$ cat src/hw/rtl/lwfs_pkg.sv
// Shared types, constants and helpers for the window fill serializer.
package lwfs_pkg;

	localparam logic [7:0] CMD_COLUMN_SET   = 8'h2A;
	localparam logic [7:0] CMD_PAGE_SET     = 8'h2B;
	localparam logic [7:0] CMD_MEMORY_WRITE = 8'h2C;

	// Header step codes; the last one marks the pixel phase
	localparam logic [2:0] STEP_COL_CMD  = 3'd0;
	localparam logic [2:0] STEP_X_FIRST  = 3'd1;
	localparam logic [2:0] STEP_X_LAST   = 3'd2;
	localparam logic [2:0] STEP_PAGE_CMD = 3'd3;
	localparam logic [2:0] STEP_Y_FIRST  = 3'd4;
	localparam logic [2:0] STEP_Y_LAST   = 3'd5;
	localparam logic [2:0] STEP_MEM_CMD  = 3'd6;
	localparam logic [2:0] STEP_PIXEL    = 3'd7;

	localparam logic KIND_START = 1'b0;
	localparam logic KIND_TICK  = 1'b1;

	localparam logic [2:0] BIT_LSB = 3'd7;

	typedef struct packed {
		logic        kind;
		logic [7:0]  x_start;
		logic [7:0]  x_end;
		logic [7:0]  y_start;
		logic [7:0]  y_end;
		logic [15:0] pixel_count;
		logic [7:0]  fill_color;
		logic        random_mode;
	} req_t;

	typedef struct packed {
		logic line_bit;
		logic is_command;
		logic select_pulse;
		logic byte_end;
		logic block_end;
	} rsp_t;

	typedef struct packed {
		logic [7:0] x_first;
		logic [7:0] x_last;
		logic [7:0] y_first;
		logic [7:0] y_last;
	} window_t;

	// Byte sent at a given header step
	function automatic logic [7:0] header_byte(input logic [2:0] step, input window_t win);
		logic [7:0] b;
		case (step)
			STEP_COL_CMD:  b = CMD_COLUMN_SET;
			STEP_X_FIRST:  b = win.x_first;
			STEP_X_LAST:   b = win.x_last;
			STEP_PAGE_CMD: b = CMD_PAGE_SET;
			STEP_Y_FIRST:  b = win.y_first;
			STEP_Y_LAST:   b = win.y_last;
			default:       b = CMD_MEMORY_WRITE;
		endcase
		return b;
	endfunction

	function automatic logic [7:0] rotl(input logic [7:0] v, input logic [2:0] s);
		logic [15:0] w;
		w = {v, v} << s;
		return w[15:8];
	endfunction

endpackage

$ cat src/hw/rtl/lwfs_if.sv
// Valid/ready channel interfaces for the request and response streams.
interface lwfs_req_if;
	import lwfs_pkg::*;
	logic valid;
	logic ready;
	req_t data;
	modport source (output valid, output data, input ready);
	modport sink (input valid, input data, output ready);
endinterface

interface lwfs_rsp_if;
	import lwfs_pkg::*;
	logic valid;
	logic ready;
	rsp_t data;
	modport source (output valid, output data, input ready);
	modport sink (input valid, input data, output ready);
endinterface

$ cat src/hw/rtl/lwfs_gen.sv
// Five-register 8-bit pseudo-random byte generator for random fill mode.
module lwfs_gen (
	input  logic       clk,
	input  logic       arst_n,
	input  logic       step,
	output logic [7:0] rnd_byte
);
	import lwfs_pkg::*;

	logic [7:0]  gq_q, gg_q, gx_q, ga_q, gb_q;
	logic [15:0] prod;

	assign rnd_byte = gq_q;
	assign prod     = {8'd0, ga_q} * {8'd0, gg_q};

	// Advance the generator once per random pixel byte
	always_ff @(posedge clk or negedge arst_n) begin
		if (!arst_n) begin
			gq_q <= 8'd0;
			gg_q <= 8'd0;
			gx_q <= 8'd0;
			ga_q <= 8'd1;
			gb_q <= 8'd1;
		end else if (step) begin
			gq_q <= gg_q ^ rotl(gx_q, 3'd1);
			gg_q <= gq_q ^ rotl(gg_q, 3'd2);
			gx_q <= prod[7:0] + gb_q;
			ga_q <= ga_q + 8'd2;
			gb_q <= gb_q + 8'd2;
		end
	end

endmodule

$ cat src/hw/rtl/lwfs_ser.sv
// Window write sequencer: header bytes, pixel bytes and per-bit flags.
module lwfs_ser (
	input  logic           clk,
	input  logic           arst_n,
	input  logic           fire,
	input  lwfs_pkg::req_t item,
	input  logic [7:0]     rnd_byte,
	output logic           gen_step,
	output logic           rsp_valid,
	output lwfs_pkg::rsp_t rsp
);
	import lwfs_pkg::*;

	logic        busy_q;
	logic [2:0]  step_q;
	logic [15:0] left_q;
	logic [2:0]  bitpos_q;
	logic [7:0]  cur_q;
	window_t     win_q;
	logic [7:0]  color_q;
	logic        mode_q;

	logic tick, start, cmd, bend, in_header, last_byte;

	assign start     = fire && (item.kind == KIND_START) && !busy_q;
	assign tick      = fire && (item.kind == KIND_TICK) && busy_q;
	assign cmd       = (step_q == STEP_COL_CMD) || (step_q == STEP_PAGE_CMD) ||
	                   (step_q == STEP_MEM_CMD);
	assign bend      = (bitpos_q == BIT_LSB);
	assign in_header = (step_q < STEP_MEM_CMD);
	assign last_byte = !in_header && (left_q == 16'd0);
	assign gen_step  = tick && bend && !in_header && !last_byte && mode_q;

	// Flags for the bit sent by this tick
	always_comb begin
		rsp_valid         = tick;
		rsp.line_bit      = cur_q[BIT_LSB - bitpos_q];
		rsp.is_command    = cmd;
		rsp.select_pulse  = cmd && (bitpos_q == 3'd0);
		rsp.byte_end      = bend;
		rsp.block_end     = bend && last_byte;
	end

	// Control state: load on start, advance bit and byte on tick
	always_ff @(posedge clk or negedge arst_n) begin
		if (!arst_n) begin
			busy_q   <= 1'b0;
			step_q   <= STEP_COL_CMD;
			left_q   <= 16'd0;
			bitpos_q <= 3'd0;
			cur_q    <= 8'd0;
			win_q    <= '0;
			color_q  <= 8'd0;
			mode_q   <= 1'b0;
		end else if (start) begin
			win_q    <= '{x_first: item.x_start, x_last: item.x_end,
			              y_first: item.y_start, y_last: item.y_end};
			left_q   <= item.pixel_count;
			color_q  <= item.fill_color;
			mode_q   <= item.random_mode;
			step_q   <= STEP_COL_CMD;
			bitpos_q <= 3'd0;
			cur_q    <= CMD_COLUMN_SET;
			busy_q   <= 1'b1;
		end else if (tick) begin
			if (bend) begin
				bitpos_q <= 3'd0;
				if (in_header) begin
					step_q <= step_q + 3'd1;
					cur_q  <= header_byte(step_q + 3'd1, win_q);
				end else if (last_byte) begin
					busy_q <= 1'b0;
					step_q <= STEP_COL_CMD;
					cur_q  <= 8'd0;
				end else begin
					step_q <= STEP_PIXEL;
					left_q <= left_q - 16'd1;
					cur_q  <= mode_q ? rnd_byte : color_q;
				end
			end else begin
				bitpos_q <= bitpos_q + 3'd1;
			end
		end
	end

endmodule

$ cat src/hw/rtl/lcd_window_fill_serializer_core.sv
// Top level of the window fill serializer: request intake and result register.
//
//  channel | dir | payload                                   | transaction
//  req     | in  | kind, window, pixel_count, color, mode     | start or one tick
//  rsp     | out | line_bit, is_command, select_pulse, flags  | one serial bit
//
// Each request is handled in the cycle it is accepted; a tick's bit is on rsp in
// the next cycle from the result register; one tick per clock unless rsp stalls.
// arst_n clears the sequencer and result valid; the generator resets to its seed.
// A stalled rsp holds req.ready low only while the result register is full and
// not being drained.
module lcd_window_fill_serializer_core (
	input logic        clk,
	input logic        arst_n,
	lwfs_req_if.sink   req,
	lwfs_rsp_if.source rsp
);
	import lwfs_pkg::*;

	logic       fire, bit_valid, gen_step;
	logic [7:0] rnd_byte;
	rsp_t       bit_rsp;
	rsp_t       res_q;
	logic       res_valid_q;

	assign req.ready = !res_valid_q || rsp.ready;
	assign fire      = req.valid && req.ready;

	lwfs_ser u_ser (
		.clk      (clk),
		.arst_n   (arst_n),
		.fire     (fire),
		.item     (req.data),
		.rnd_byte (rnd_byte),
		.gen_step (gen_step),
		.rsp_valid(bit_valid),
		.rsp      (bit_rsp)
	);

	lwfs_gen u_gen (
		.clk     (clk),
		.arst_n  (arst_n),
		.step    (gen_step),
		.rnd_byte(rnd_byte)
	);

	// Hold the result until the sink takes it
	always_ff @(posedge clk or negedge arst_n) begin
		if (!arst_n) begin
			res_valid_q <= 1'b0;
		end else if (req.ready) begin
			res_valid_q <= bit_valid;
		end
	end

	always_ff @(posedge clk) begin
		if (req.ready && bit_valid) begin
			res_q <= bit_rsp;
		end
	end

	assign rsp.valid = res_valid_q;
	assign rsp.data  = res_q;

endmodule
$ cat src/flat_wrapper.sv
// flat-port wrapper written by rule: the top's interface ports become plain ports
module lcd_window_fill_serializer_core_flat import lwfs_pkg::*;
  (clk, arst_n, req_valid, req_data, req_ready, rsp_valid, rsp_data, rsp_ready);
  lwfs_req_if req_i ();
  lwfs_rsp_if rsp_i ();
  input logic clk;
  input logic arst_n;
  input wire logic [$bits(req_i.valid)-1:0] req_valid;
  input wire logic [$bits(req_i.data)-1:0] req_data;
  output wire logic [$bits(req_i.ready)-1:0] req_ready;
  output wire logic [$bits(rsp_i.valid)-1:0] rsp_valid;
  output wire logic [$bits(rsp_i.data)-1:0] rsp_data;
  input wire logic [$bits(rsp_i.ready)-1:0] rsp_ready;
  assign req_i.valid = req_valid;
  assign req_i.data = req_data;
  assign req_ready = req_i.ready;
  assign rsp_valid = rsp_i.valid;
  assign rsp_data = rsp_i.data;
  assign rsp_i.ready = rsp_ready;
  lcd_window_fill_serializer_core u_core (.clk(clk), .arst_n(arst_n), .req(req_i), .rsp(rsp_i));
endmodule
$ cat config.mk
export PLATFORM = sky130hd
export DESIGN_NAME = lcd_window_fill_serializer_core_flat
export DESIGN_NICKNAME = d
export VERILOG_FILES = /design/src/hw/rtl/lwfs_pkg.sv /design/src/hw/rtl/lwfs_if.sv /design/src/hw/rtl/lwfs_gen.sv /design/src/hw/rtl/lwfs_ser.sv /design/src/hw/rtl/lcd_window_fill_serializer_core.sv /design/src/flat_wrapper.sv
export SDC_FILE = /design/constraint.sdc
export NUM_CORES = 1
export LEC_CHECK = 0
export BUFFER_PORTS_ARGS = -buffer_cell sky130_fd_sc_hd__buf_4
export CORE_MARGIN = 10
export CORE_UTILIZATION = 52
export CTS_CLUSTER_DIAMETER = 120
export DETAILED_ROUTE_END_ITERATION = 16
export GPL_TIMING_DRIVEN = 0
export PLACE_DENSITY = 0.72
export SKIP_CTS_REPAIR_TIMING = 1
export SYNTH_ARGS = -nofsm -noshare
export SYNTH_HDL_FRONTEND = slang
export SYNTH_SLANG_ARGS = --single-unit
$ cat constraint.sdc
create_clock -name clk -period 6.4 [get_ports clk]
set_input_delay 1.28 -clock clk [delete_from_list [all_inputs] [get_ports clk]]
set_output_delay 1.28 -clock clk [all_outputs]
set_load 0.02 [all_outputs]
* Word level (Yosys, flattened, before mapping)
Cells that the tools add are included.
** Cells by class
- Add/subtract/negate cells :: 7
- Multipliers :: 1
- $lt $le $gt $ge :: 2
- Equality and inequality tests :: 10
- Muxes and demuxes :: 27
- Bitwise gates (word level) :: 3
- Reduce and logical (&&, ||, !) cells :: 30
** Operators with widths (number)
- 2-to-1 mux 16 bit :: 5
- 2-to-1 mux 8 bit :: 6
- one-hot mux 8 bit (6 select lines) :: 1
- 2-to-1 mux 3 bit :: 8
- adder 8 x 2 -> 8 bit, second input constant :: 2
- zero test 16 bit :: 1
- subtractor 16 x 1 -> 16 bit, second input constant :: 1
- bitwise XOR 8 bit :: 2
- logical AND 1 bit :: 13
- == test 3 bit, second input constant :: 4
- == test 3 x 2 -> 1 bit, second input constant :: 3
- zero test 3 bit :: 3
- adder 8 bit :: 1
- multiplier 8 x 8 -> 8 bit :: 1
- AND reduction 4 bit :: 2
- adder 3 x 1 -> 3 bit, second input constant :: 2
- 2-to-1 mux 1 bit :: 6
- nonzero test 2 bit :: 3
- zero test 1 bit :: 4
- less-than comparator 3 x 4 -> 1 bit, second input constant :: 1
- != test 2 bit, second input constant :: 2
- binary-select mux 1 bit (select 3 bit) :: 1
- == test 3 x 1 -> 1 bit, second input constant :: 1
- logical OR 1 bit :: 3
- other kinds (4) :: 4
** Storage, ports and cells
- Register bits :: 118
- Input bits :: 62
- Output and inout bits :: 7
- Logic and storage cells :: 102

* Logic depth before layout (Yosys ltp)
Gate-level depths: netlist (run 1).
- Word-level depth :: 9
- Gate-level depth with buffers :: 16

* Modules after synthesis
Synthesis (run 1) repeated with hierarchy kept, for this count alone.
** Second synthesis, totals
- Cells, all modules :: 677
- Area, all modules :: 6527.5 µm²
** Modules (own cells, without submodules)
- lwfs_ser :: times used 1, cells an instance 420, area an instance 3727.3 µm²
- lwfs_gen :: times used 1, cells an instance 247, area an instance 2592.5 µm²
- lcd_window_fill_serializer_core :: times used 1, cells an instance 10, area an instance 207.7 µm²

* Worst setup path after synthesis (run 1)
No wires, ideal clock.
- Path kind :: register -> register
- Start :: reg u_core.u_gen.gg_q[0]
- End :: reg u_core.u_gen.gx_q[7]
- Arrival time :: 3.677 ns
- Path slack :: 2.596 ns
- Stages on the path, launching flop included :: 17
- Path buffers :: 1
- Path through :: dfrtp_1 clkbuf_1 nand2_1 fa_1 inv_1 fa_1 ha_1 inv_1 fa_1 inv_1 ha_1 and3b_1 o21ai_0 nand2b_1 a21oi_1 xnor2_1 o21ai_0
** Between the ends
- Word-level cells in the longest chain between the ends :: 2
** RTL lines
- start: declaration :: line lwfs_gen.sv:10 : logic [7:0] gq_q, gg_q, gx_q, ga_q, gb_q;
- start signal: assignment :: line lwfs_gen.sv:26 : gg_q <= gq_q ^ rotl(gg_q, 3'd2);
- multiplier 8 x 8 -> 8 bit :: line lwfs_gen.sv:14 : assign prod = {8'd0, ga_q} * {8'd0, gg_q};
- adder 8 bit :: line lwfs_gen.sv:27 : gx_q <= prod[7:0] + gb_q;
- end signal: assignment :: line lwfs_gen.sv:27
- end: declaration :: line lwfs_gen.sv:10
No other way between the ends.
A chain may end at the register's enable or synchronous reset.

* Final worst setup path (run 1)
Same ends and word-level chain as after synthesis.

==> metrics.csv, run 1 <==
stage,metric,value,unit
timing,Setup TNS,0,ns
power_and_ir_drop,sequential power share,43.8,%
critical_path,worst path bufs/invs,4,
critical_path,Worst EP required,6.69,ns
clocking,clock-pin slew on the worst setup and hold paths,0.05,ns
logic_synthesis,Seq cells post-synth,116,
route,DR vias,5200,
timing,skew final,0.0102,ns
logic_synthesis,"count leader, synth",nand2_1,
timing,final setup vio count,0,
global_routing,global-route wire length before repair,26700,µm
logic_synthesis,Synth top area share,43.1,%
cells_and_area,Finished Cell Area,7730,µm²
cells_and_area,Fill cells,988,
power_and_ir_drop,Worst VDD drop,0.212,mV
timing,RSZ-0062 raised after global routing,false,
power_and_ir_drop,Logic pwr share,21.1,%
hold_path,Hold WC Path Type,flop to flop,
clocking,CTS H-tree depth,4,
timing,final worst path period share,68.4,%
global_routing,vias in the first global route,5479,
cells_and_area,Final nets,899,
clocking,cts bufs inserted,17,
cells_and_area,Synth-to-Final Area Change,20.0,%
route,drt pass-1 iters,5,
critical_path,critical path class,flop to flop,
logic_synthesis,number of flops mapped to enable cells by yosys,5,
clocking,clk_lat worst skew,0.41,ns
placed_design,routability cong.,0.871,
route,Iter 0 DRT Violations,459,
critical_path,crit end category,flop,
logic_synthesis,"top cells by count, synth","197 x nand2_1, 111 x dfrtp_1, 43 x xnor2_1",
cells_and_area,share of layout cells above drive strength 1,13.1,%
die,CORE AREA,12100,µm²
die,IO Pins,69,
logic_synthesis,sequential share of the synthesized area,45.5,%
logic_synthesis,synthesized area per cell,9.15,µm²
placed_design,Port-buffer cells,68,
global_routing,gr usage total,18.8,%
critical_path,worst-path maximum fanout,10,
status,outcome,completed,
route,routed wire length per instance,16.4,µm
route,drt via density,5.36,
route,final routed DRC violation total,0,
power_and_ir_drop,switching share of power,29.9,%
global_routing,gr ovfl total,0,
logic_synthesis,synth unique cells,48,
power_and_ir_drop,Clk pwr share,35.1,%
timing,min cycle time layout,4.38,ns
critical_path,crit-path cells,clkbuf_1 -> nand2_1 -> fa_1 -> inv_1 -> fa_1 -> ha_1 -> inv_1 -> fa_1 -> inv_1 -> ha_1 -> and3b_1 -> o21ai_0 -> nand2b_1 -> a21oi_1 -> xnor2_1 -> o21ai_0,
timing,Final Hold Viols,0,
logic_synthesis,Mapped Cells,704,
timing,fmax,229,MHz
timing,Slew Limit Fails,0,
critical_path,"slowest stage cell, crit path",fa_1,
global_routing,largest net degree at the start of global routing,112,
logic_synthesis,Synth Net Count,811,
power_and_ir_drop,Static Leak,3.68,nW
clocking,maximum clock insertion buffer count,2,
logic_synthesis,Synth area leader,dfrtp_1,
power_and_ir_drop,internal power,1.73,mW
clocking,clk sinks,116,
placed_design,Final HPWL DP,11400,µm
die,Initial Util,53.4,%
logic_synthesis,main flop type after synthesis,dfrtp_1,
logic_synthesis,"top cells by area, synth","dfrtp_1 43%, nand2_1 11%, xnor2_1 5.8%",
timing,Max-slew headroom,45.2,%
placed_design,area of placed instances,7160,µm²
timing,worst slew pin tran,0.810,ns
route,final WL,15900,µm
die,Die H,131,µm
critical_path,Critical Path AT,4.67,ns
die,row cnt,40,
route,antenna-violating nets left,0,
power_and_ir_drop,switching power total,0.740,mW
logic_synthesis,fraction of registers with async set/reset,95.7,%
critical_path,"slowest stage delay, CP",0.54,ns
logic_synthesis,Synthesis Warnings,0,
global_routing,antenna violations before repair,0,
clocking,Root Driver,clkbuf_16,
logic_synthesis,Syn Std Cell Area,6440,µm²
flow_run,Max-Cap Viols,0,
cells_and_area,n_diodes,0,
die,Die Width,131,µm
critical_path,Top delay family on crit path,adder cells,
power_and_ir_drop,Cell Pwr Density,320,nW/µm²
clocking,CTS tree,done,
die,die area,17200,µm²
critical_path,Startpoint Class,flop,
-- final timing paths --
path / start / end / slack (ns) / cells after the start
worst max-delay path: u_core.u_gen.gg_q[0]$_DFFE_PN0P_ / u_core.u_gen.gx_q[7]$_DFFE_PN0P_ / 2.02 / 16
worst min-delay path: u_core.u_ser.win_q[16]$_DFFE_PN0P_ / u_core.u_ser.win_q[16]$_DFFE_PN0P_ / 0.47 / 2
worst max register to register: u_core.u_gen.gg_q[0]$_DFFE_PN0P_ / u_core.u_gen.gx_q[7]$_DFFE_PN0P_ / 2.02 / 16
worst min register to register: u_core.u_ser.win_q[16]$_DFFE_PN0P_ / u_core.u_ser.win_q[16]$_DFFE_PN0P_ / 0.47 / 2
max in group asynchronous: arst_n / u_core.u_gen.gb_q[6]$_DFFE_PN0P_ / 5.01 / 2
min in group asynchronous: arst_n / u_core.u_ser.left_q[9]$_DFFE_PN0P_ / 0.65 / 1
-- logic make-up (layout without fill, tap and decap cells) --
| family | Yosys count | after routing | synth area share, % |
|---|---|---|---|
| AO/OA/AOI/OAI | 100 | 100 | 9.09 |
| XOR/XNOR | 59 | 59 | 8.24 |
| adder cells (fa/ha/maj) | 45 | 45 | 10.7 |
| buffers and inverters | 79 | 178 | 4.62 |
| flip-flops | 116 | 116 | 45.5 |
| multiplexers | 13 | 13 | 2.47 |
| AND/OR/NAND/NOR | 292 | 292 | 19.4 |
-- layer usage --
metal  track usage, %  share of wire, %
met1             24.1                45
met2             30.1                47
met3             4.73               6.1
met4             6.74               1.8
met5                0                 0
-- placed cells by master, fill, tap and decap left out, types with 2 or more instances in the layout --
cell / instances
nor2_1: 40
fa_1: 17
ha_1: 28
edfxtp_1: 5
a221oi_1: 9
buf_1: 2
and3b_1: 2
and2_1: 9
o21ai_0: 33
nand2b_1: 4
clkbuf_8: 3
a21o_1: 4
xor2_1: 15
dfrtp_1: 111
a31oi_1: 2
mux2i_1: 8
a21oi_1: 37
xnor2_1: 43
clkbuf_16: 17
nor3_1: 4
mux4_2: 2
nand4_1: 8
nand3_1: 9
clkbuf_1: 39
or3_1: 5
a22oi_1: 5
nand2_1: 197
or4_1: 2
clkinv_2: 3
mux2_2: 3
and3_1: 3
inv_1: 42
a211oi_1: 3
buf_4: 67
-- state kept, by name (all words and copies together), names as in the netlist --
register	count
u_core.u_ser.step_q	3
u_core.u_gen.gg_q	8
u_core.u_ser.cur_q	8
u_core.u_gen.gb_q	7
u_core.u_ser.mode_q	1
u_core.rsp.data	5
u_core.u_ser.left_q	16
u_core.u_ser.busy_q	1
u_core.u_ser.color_q	8
u_core.u_ser.win_q	32
u_core.u_gen.gx_q	8
u_core.u_gen.rnd_byte	8
u_core.rsp.valid	1
u_core.u_ser.bitpos_q	3
u_core.u_gen.ga_q	7
-- power by group through the flow --
| stage | Combinational, mW | Sequential, mW | Clock (mW) |
|---|---|---|---|
| final | 0.522 | 1.08 | 0.869 |
| after global routing | 0.593 | 1.11 | 0.913 |
| after CTS | 0.519 | 1.08 | 0.880 |
| after detailed placement | 0.513 | 1.09 | 0 |
| after global placement | 0.496 | 1.08 | 0 |
| after floorplan | 0.359 | 1.05 | 0 |
-- metrics by stage --
stage | hold slack (ns) | power, mW | setup slack (ns) | util [%] | cells
floorplan | 0.440 | 1.41 | 2.60 | - | 704
detailed placement | 0.464 | 1.60 | 2.07 | 59.4 | 940
CTS | 0.477 | 2.48 | 2.04 | 63.8 | 970
global placement | 0.458 | 1.57 | 2.21 | 59.4 | 940
global route | 0.499 | 2.61 | 1.72 | 64.1 | 971
finish | 0.471 | 2.47 | 2.02 | 64.1 | 971
-- worst min-delay path, delay by kind of cell (launching register included) --
| family | cells | cell delay [ns] |
|---|---|---|
| DFF | 1 | 0.34 |
| and+or+nand+nor | 2 | 0.10 |
-- final cells by class --
class / instances / area, µm² / share of cell area (%)
multi-input combinational: 509 / 3210 / 41.6
sequential: 116 / 2930 / 37.9
timing repair buffer: 69 / 542 / 7.01
clock buffer: 25 / 485 / 6.28
tap: 168 / 210 / 2.72
inverter: 42 / 158 / 2.04
buffer: 37 / 140 / 1.81
clock inverter: 5 / 52.6 / 0.680
Power figures use the tool's default switching activity.
==> run 2, diff against run 1 <==
--- a/config.mk
+++ b/config.mk
@@ -11,7 +11,7 @@
 export CTS_CLUSTER_DIAMETER = 120
 export DETAILED_ROUTE_END_ITERATION = 16
 export GPL_TIMING_DRIVEN = 0
-export PLACE_DENSITY = 0.72
+export PLACE_DENSITY = 0.75
 export SKIP_CTS_REPAIR_TIMING = 1
 export SYNTH_ARGS = -nofsm -noshare
 export SYNTH_HDL_FRONTEND = slang
==> constraint.sdc (replaced) <==
create_clock -name clk -period 3.9 [get_ports clk]
set_input_delay 0.78 -clock clk [delete_from_list [all_inputs] [get_ports clk]]
set_output_delay 0.78 -clock clk [all_outputs]
set_load 0.02 [all_outputs]
==> run 2 against run 1 <==
Compared with the run above: maximum frequency is 16% higher; combinational power is 66% higher; die area stayed put; total power is 66% higher; register-to-register slack worse by 1.9 ns; global-route usage is 0.050 points higher; non-clock buffer count is 3 higher; sequential power is 64% higher; via count is 1.7% higher; clock-buffer cell count is 2 lower; worst hold slack worse by 0.32 ns; critical path type unchanged; largest cell class unchanged; largest power group unchanged.
==> metrics.csv, run 2 (synthesis results as in run 1) <==
stage,metric,value,unit,change
cells_and_area,n_diodes,0,,unchanged
global_routing,largest net degree at the start of global routing,112,,unchanged
timing,worst slew pin tran,0.789,ns,was 0.810 ns
clocking,clk sinks,116,,unchanged
die,Initial Util,53.4,%,unchanged
flow_run,Max-Cap Viols,0,,unchanged
clocking,CTS H-tree depth,4,,unchanged
cells_and_area,Post-Layout Cell Count,976,,was 971
global_routing,global-route wire length before repair,26600,µm,was 26700 µm
timing,fmax,265,MHz,was 229 MHz
global_routing,antenna violations before repair,0,,unchanged
clocking,cts bufs inserted,17,,unchanged
timing,Final Hold Viols,0,,unchanged
route,antenna-violating nets left,0,,unchanged
cells_and_area,"most common cell after layout, fill and taps aside",nand2_1,,unchanged
power_and_ir_drop,sequential power share,43.1,%,was 43.8%
timing,skew final,0.00756,ns,was 0.0102 ns
route,routed wire length per instance,16.6,µm,was 16.4 µm
critical_path,Critical Path AT,4.06,ns,was 4.67 ns
route,Iter 0 DRT Violations,466,,was 459
power_and_ir_drop,Static Leak,3.74,nW,was 3.68 nW
power_and_ir_drop,switching share of power,30.4,%,was 29.9%
cells_and_area,Fill cells,935,,was 988
power_and_ir_drop,Logic pwr share,21.2,%,was 21.1%
cells_and_area,Largest Register,u_core.u_ser.win_q,,unchanged
placed_design,routability cong.,0.902,,was 0.871
placed_design,Port-buffer cells,68,,unchanged
cells_and_area,max reg flops,32,,unchanged
critical_path,Worst EP required,4.19,ns,was 6.69 ns
placed_design,placed instance count,940,,unchanged
global_routing,gr ovfl total,0,,unchanged
timing,min cycle time layout,3.78,ns,was 4.38 ns
clocking,clock-pin slew on the worst setup and hold paths,0.05,ns,about the same
critical_path,worst-path maximum fanout,5,,was 10
route,DR vias,5286,,was 5200
die,Die H,131,µm,unchanged
cells_and_area,largest registers,"u_core.u_ser.win_q: 32 flops, u_core.u_ser.left_q: 16 flops",,unchanged
timing,final setup vio count,0,,unchanged
cells_and_area,Final nets,902,,was 899
die,die area,17200,µm²,unchanged
global_routing,vias in the first global route,5418,,was 5479
clocking,Root Driver,clkbuf_16,,unchanged
timing,Slew Limit Fails,0,,unchanged
die,row cnt,40,,unchanged
route,drt via density,5.42,,was 5.36
critical_path,Critical Path Source,u_core.u_gen.gg_q[0]$_DFFE_PN0P_,,unchanged
die,CORE AREA,12100,µm²,unchanged
cells_and_area,Synth-to-Final Area Change,21.8,%,was 20.0%
route,final routed DRC violation total,0,,unchanged
clocking,CTS tree,done,,unchanged
critical_path,Startpoint Class,flop,,unchanged
hold_path,Hold WC Path Type,input pin to asynchronous set/reset pin,,was flop to flop
route,met2 wire length,7770,µm,was 7510 µm
route,drt pass-1 iters,5,,unchanged
route,final WL,16200,µm,was 15900 µm
power_and_ir_drop,switching power total,1.24,mW,was 0.740 mW
timing,Max-slew headroom,46.7,%,was 45.2%
critical_path,reg2reg start,u_core.u_gen.gg_q[0]$_DFFE_PN0P_,,unchanged
route,met3 routed WL,936,µm,was 978 µm
route,Post-Route M1 WL,7100,µm,was 7130 µm
timing,final worst path period share,96.9,%,was 68.4%
cells_and_area,Seq. cell area,2930,µm²,about the same
status,outcome,completed,,unchanged
power_and_ir_drop,internal power,2.85,mW,was 1.73 mW
power_and_ir_drop,Clk pwr share,35.7,%,was 35.1%
timing,Min Hold Slack,0.153,ns,was 0.471 ns
clocking,maximum clock insertion buffer count,2,,unchanged
clocking,clk_lat worst skew,0.42,ns,was 0.41 ns
route,top sig layer,met4,,unchanged
cells_and_area,area of the multi-input gates,3240,µm²,was 3210 µm²
die,Die Width,131,µm,unchanged
power_and_ir_drop,Cell Pwr Density,523,nW/µm²,was 320 nW/µm²
critical_path,critical path class,flop to flop,,unchanged
placed_design,Final HPWL DP,11300,µm,was 11400 µm
global_routing,gr usage total,18.8,%,about the same
die,IO Pins,69,,unchanged
critical_path,crit end category,flop,,unchanged
cells_and_area,share of layout cells above drive strength 1,16.1,%,was 13.1%
cells_and_area,most frequent cells in the layout,"197 x nand2_1, 106 x dfrtp_1, 76 x buf_4",,"was 197 x nand2_1, 111 x dfrtp_1, 67 x buf_4"
power_and_ir_drop,Worst VDD drop,0.347,mV,was 0.212 mV
-- run 2: cell count changes in the layout (fill, tap and decap cells not counted), sizes merged --
cell | before | now
clkinv | 3 | 7
clkbuf | 59 | 50
buf | 72 | 82
-- run 2: final cells by class --
cell class              count  share of cell area, %
multi-input cells         509                   41.3
flip-flops and latches    116                   37.4
repair buffers             76                   7.58
clock buffers              23                   6.10
well taps                 168                   2.68
inverters                  42                   2.01
plain buffers              33                   1.88
clock inverters             9                   1.02
-- run 2: critical path, stage by stage, from the launching register on --
cell and delay, ns:
dfrtp_2 0.42, buf_8 0.12, nand2_1 0.06, fa_1 0.49, inv_1 0.05, fa_1 0.45, ha_1 0.29, inv_1 0.05
fa_1 0.56, inv_1 0.08, ha_4 0.25, and3b_1 0.18, o21ai_2 0.14, nand2b_1 0.09, a21oi_2 0.17, xnor2_1 0.14
o21ai_0 0.09
-- run 2: per-layer routing --
layer	vias to the layer above	global-route usage (%)
li1	2488	-
met4	0	7.97
met1	2549	24.1
met2	208	29.7
met5	-	0
met3	41	4.80
-- run 2: stage by stage --
| stage | instance area, µm² | total power [mW] | worst slack, ns | util (%) | setup TNS [ns] |
|---|---|---|---|---|---|
| final | 7840 | 4.10 | 0.122 | 65.0 | 0 |
| after global routing | 7840 | 4.32 | -0.0289 | 65.0 | -0.0289 |
| after CTS | 7720 | 4.11 | -0.465 | 64.0 | -0.659 |
| after detailed placement | 7160 | 2.62 | -0.368 | 59.4 | -0.395 |
| after global placement | 7160 | 2.57 | -0.270 | 59.4 | -0.270 |
| after floorplan | 6440 | 2.31 | 0.0959 | - | 0 |
-- run 2: final timing paths --
path	endpoint	slack, ns	depth (start not counted)
worst max-delay path	u_core.u_gen.gx_q[7]$_DFFE_PN0P_	0.12	16
worst min-delay path	u_core.u_ser.left_q[10]$_DFFE_PN0P_	0.15	1
worst max register to register	u_core.u_gen.gx_q[7]$_DFFE_PN0P_	0.12	16
worst min register to register	u_core.u_ser.color_q[3]$_DFFE_PN0P_	0.47	2
max in group asynchronous	u_core.u_gen.gg_q[0]$_DFFE_PN0P_	3.03	2
min in group clk	u_core.u_ser.color_q[3]$_DFFE_PN0P_	0.47	2
-- run 2: power by group through the flow --
| stage | Sequential (mW) | Combinational (mW) | Clock (mW) |
|---|---|---|---|
| floorplan | 1.73 | 0.589 | 0 |
| global placement | 1.76 | 0.811 | 0 |
| detailed placement | 1.78 | 0.843 | 0 |
| CTS | 1.76 | 0.864 | 1.48 |
| global route | 1.81 | 0.979 | 1.53 |
| finish | 1.77 | 0.868 | 1.46 |
==> run 3, diff against run 2 <==
--- a/config.mk
+++ b/config.mk
@@ -7,11 +7,10 @@
 export LEC_CHECK = 0
 export BUFFER_PORTS_ARGS = -buffer_cell sky130_fd_sc_hd__buf_4
 export CORE_MARGIN = 10
-export CORE_UTILIZATION = 52
+export CORE_UTILIZATION = 28
 export CTS_CLUSTER_DIAMETER = 120
 export DETAILED_ROUTE_END_ITERATION = 16
 export GPL_TIMING_DRIVEN = 0
-export PLACE_DENSITY = 0.75
 export SKIP_CTS_REPAIR_TIMING = 1
 export SYNTH_ARGS = -nofsm -noshare
 export SYNTH_HDL_FRONTEND = slang
==> run 3 against run 2 <==
Compared with the run above: first-iteration DRC count decreased by 33%; utilization decreased by 30 points; flip-flop and latch count unchanged; sequential power about the same; wire length increased by 3.5%; global-route usage decreased by 6.9 points; worst hold slack improved by 0.14 ns; via count decreased by 5.1%; combinational power decreased by 2.9%; critical path type unchanged; highest routed layer unchanged.
==> metrics.csv, run 3 (synthesis results as in run 1) <==
stage,metric,value,unit,change
route,final WL,16800,µm,was 16200 µm
clocking,CTS H-tree depth,4,,unchanged
timing,skew final,0.0111,ns,was 0.00756 ns
status,outcome,completed,,unchanged
critical_path,Startpoint Class,flop,,unchanged
cells_and_area,Largest Register,u_core.u_ser.win_q,,unchanged
route,final routed DRC violation total,0,,unchanged
cells_and_area,max reg flops,32,,unchanged
timing,Min Hold Slack,0.292,ns,was 0.153 ns
power_and_ir_drop,Cell Pwr Density,519,nW/µm²,was 523 nW/µm²
route,routed wire length per instance,15.3,µm,was 16.6 µm
global_routing,gr ovfl total,0,,unchanged
cells_and_area,"most common cell after layout, fill and taps aside",nand2_1,,unchanged
placed_design,routability cong.,0.808,,was 0.902
critical_path,r2r setup slk,0.1,ns,was 0.12 ns
critical_path,"slowest stage cell, crit path",fa_1,,unchanged
die,die area,29500,µm²,was 17200 µm²
die,Initial Util,28.4,%,was 53.4%
critical_path,Most Frequent Cell on Critical Path,fa_1,,
timing,fmax,263,MHz,was 265 MHz
critical_path,critical path class,flop to flop,,unchanged
timing,min cycle time layout,3.80,ns,was 3.78 ns
clocking,cts bufs inserted,17,,unchanged
cells_and_area,Post-Layout Cell Count,1093,,was 976
power_and_ir_drop,Static Leak,3.74,nW,about the same
clocking,CTS tree,done,,unchanged
critical_path,crit-path cells,buf_6 -> buf_4 -> nand2_1 -> fa_1 -> fa_1 -> inv_1 -> fa_1 -> fa_2 -> xor2_1 -> xnor2_1 -> xnor2_1 -> xnor3_1 -> xnor2_2 -> o21ai_0,,was buf_8 -> nand2_1 -> fa_1 -> inv_1 -> fa_1 -> ha_1 -> inv_1 -> fa_1 -> inv_1 -> ha_4 -> and3b_1 -> o21ai_2 -> nand2b_1 -> a21oi_2 -> xnor2_1 -> o21ai_0
timing,Max-slew headroom,44.8,%,was 46.7%
global_routing,largest net degree at the start of global routing,66,,was 112
critical_path,Critical Path AT,4.14,ns,was 4.06 ns
die,IO Pins,69,,unchanged
critical_path,Top delay family on crit path,adder cells,,unchanged
timing,Setup TNS,0,ns,unchanged
power_and_ir_drop,total power,4.16,mW,was 4.10 mW
global_routing,gr usage total,11.9,%,was 18.8%
global_routing,vias in the first global route,5278,,was 5418
placed_design,Port-buffer cells,68,,unchanged
cells_and_area,most frequent cells in the layout,"197 x nand2_1, 107 x dfrtp_1, 74 x buf_4",,"was 197 x nand2_1, 106 x dfrtp_1, 76 x buf_4"
critical_path,worst-path maximum fanout,7,,was 5
placed_design,placed instance count,1058,,was 940
route,DR vias,5017,,was 5286
clocking,clk sinks,116,,unchanged
die,CORE AREA,22600,µm²,was 12100 µm²
cells_and_area,Fill cells,2250,,was 935
placed_design,Final HPWL DP,12500,µm,was 11300 µm
die,row cnt,55,,was 40
route,Iter 0 DRT Violations,314,,was 466
cells_and_area,share of layout cells above drive strength 1,16.1,%,unchanged
timing,final setup vio count,0,,unchanged
hold_path,Hold WC Path Type,input pin to asynchronous set/reset pin,,unchanged
global_routing,antenna violations before repair,0,,unchanged
timing,final worst path period share,97.5,%,was 96.9%
critical_path,"slowest stage delay, CP",0.52,ns,was 0.56 ns
critical_path,worst path bufs/invs,3,,was 4
cells_and_area,n_diodes,0,,unchanged
die,Die Width,172,µm,was 131 µm
cells_and_area,largest registers,"u_core.u_ser.win_q: 32 flops, u_core.u_ser.left_q: 16 flops",,unchanged
die,Die H,172,µm,was 131 µm
flow_run,Max-Cap Viols,0,,unchanged
power_and_ir_drop,Worst VDD drop,0.316,mV,was 0.347 mV
route,drt via density,4.59,,was 5.42
route,antenna-violating nets left,0,,unchanged
cells_and_area,Synth-to-Final Area Change,24.5,%,was 21.8%
timing,Final Hold Viols,0,,unchanged
cells_and_area,Final nets,902,,unchanged
critical_path,Worst EP required,4.23,ns,was 4.19 ns
global_routing,global-route wire length before repair,27700,µm,was 26600 µm
clocking,Root Driver,clkbuf_16,,unchanged
clocking,clock-pin slew on the worst setup and hold paths,0.06,ns,was 0.05 ns
route,drt pass-1 iters,5,,unchanged
clocking,clk_lat worst skew,0.42,ns,about the same
critical_path,crit end category,flop,,unchanged
clocking,maximum clock insertion buffer count,2,,unchanged
timing,worst slew pin tran,0.817,ns,was 0.789 ns
timing,Slew Limit Fails,0,,unchanged
[run 3: area by class of cell]
class | instances | area (µm²) | area share, %
clock inverter | 11 | 129 | 1.61
timing repair buffer | 76 | 594 | 7.41
multi-input combinational | 509 | 3240 | 40.5
buffer | 33 | 141 | 1.76
clock buffer | 21 | 460 | 5.74
inverter | 42 | 158 | 1.97
sequential | 116 | 2930 | 36.6
tap | 285 | 357 | 4.45
[run 3: path summary, 6_finish.rpt]
path                                                   start                           endpoint  cells after the start
setup / recovery            u_core.u_gen.gg_q[0]$_DFFE_PN0P_   u_core.u_gen.gx_q[7]$_DFFE_PN0P_                     14
hold / removal                                        arst_n   u_core.u_gen.gb_q[7]$_DFFE_PN0P_                      1
setup reg to reg            u_core.u_gen.gg_q[0]$_DFFE_PN0P_   u_core.u_gen.gx_q[7]$_DFFE_PN0P_                     14
hold reg to reg            u_core.u_ser.win_q[3]$_DFFE_PN0P_  u_core.u_ser.win_q[3]$_DFFE_PN0P_                      2
max in group asynchronous                             arst_n       u_core.rsp.valid$_DFFE_PN0N_                      2
min in group clk           u_core.u_ser.win_q[3]$_DFFE_PN0P_  u_core.u_ser.win_q[3]$_DFFE_PN0P_                      2
[run 3: per-layer routing]
metal	track usage (%)	vias to the layer above	share of wire, %
met2	18.1	90	45
li1	-	2478	-
met3	2.96	17	4.4
met4	3.44	0	1.3
met5	0	-	0
met1	16.4	2432	49
[run 3: per-stage QoR]
stage	instance area, µm²	utilization (%)	setup WS [ns]
finish	8020	35.4	0.0985
global route	8020	35.4	-0.000884
CTS	7930	35.0	-0.398
detailed placement	7340	32.4	-0.406
global placement	7310	32.3	-0.286
floorplan	6440	-	0.0959
[run 3: power breakdown]
group | internal (mW) | switching [mW] | total (mW) | leakage, nW
Combinational | 0.395 | 0.448 | 0.843 | 1.99
Clock | 0.975 | 0.578 | 1.55 | 0.283
Sequential | 1.54 | 0.226 | 1.76 | 1.47
Total | 2.91 | 1.25 | 4.16 | 3.74
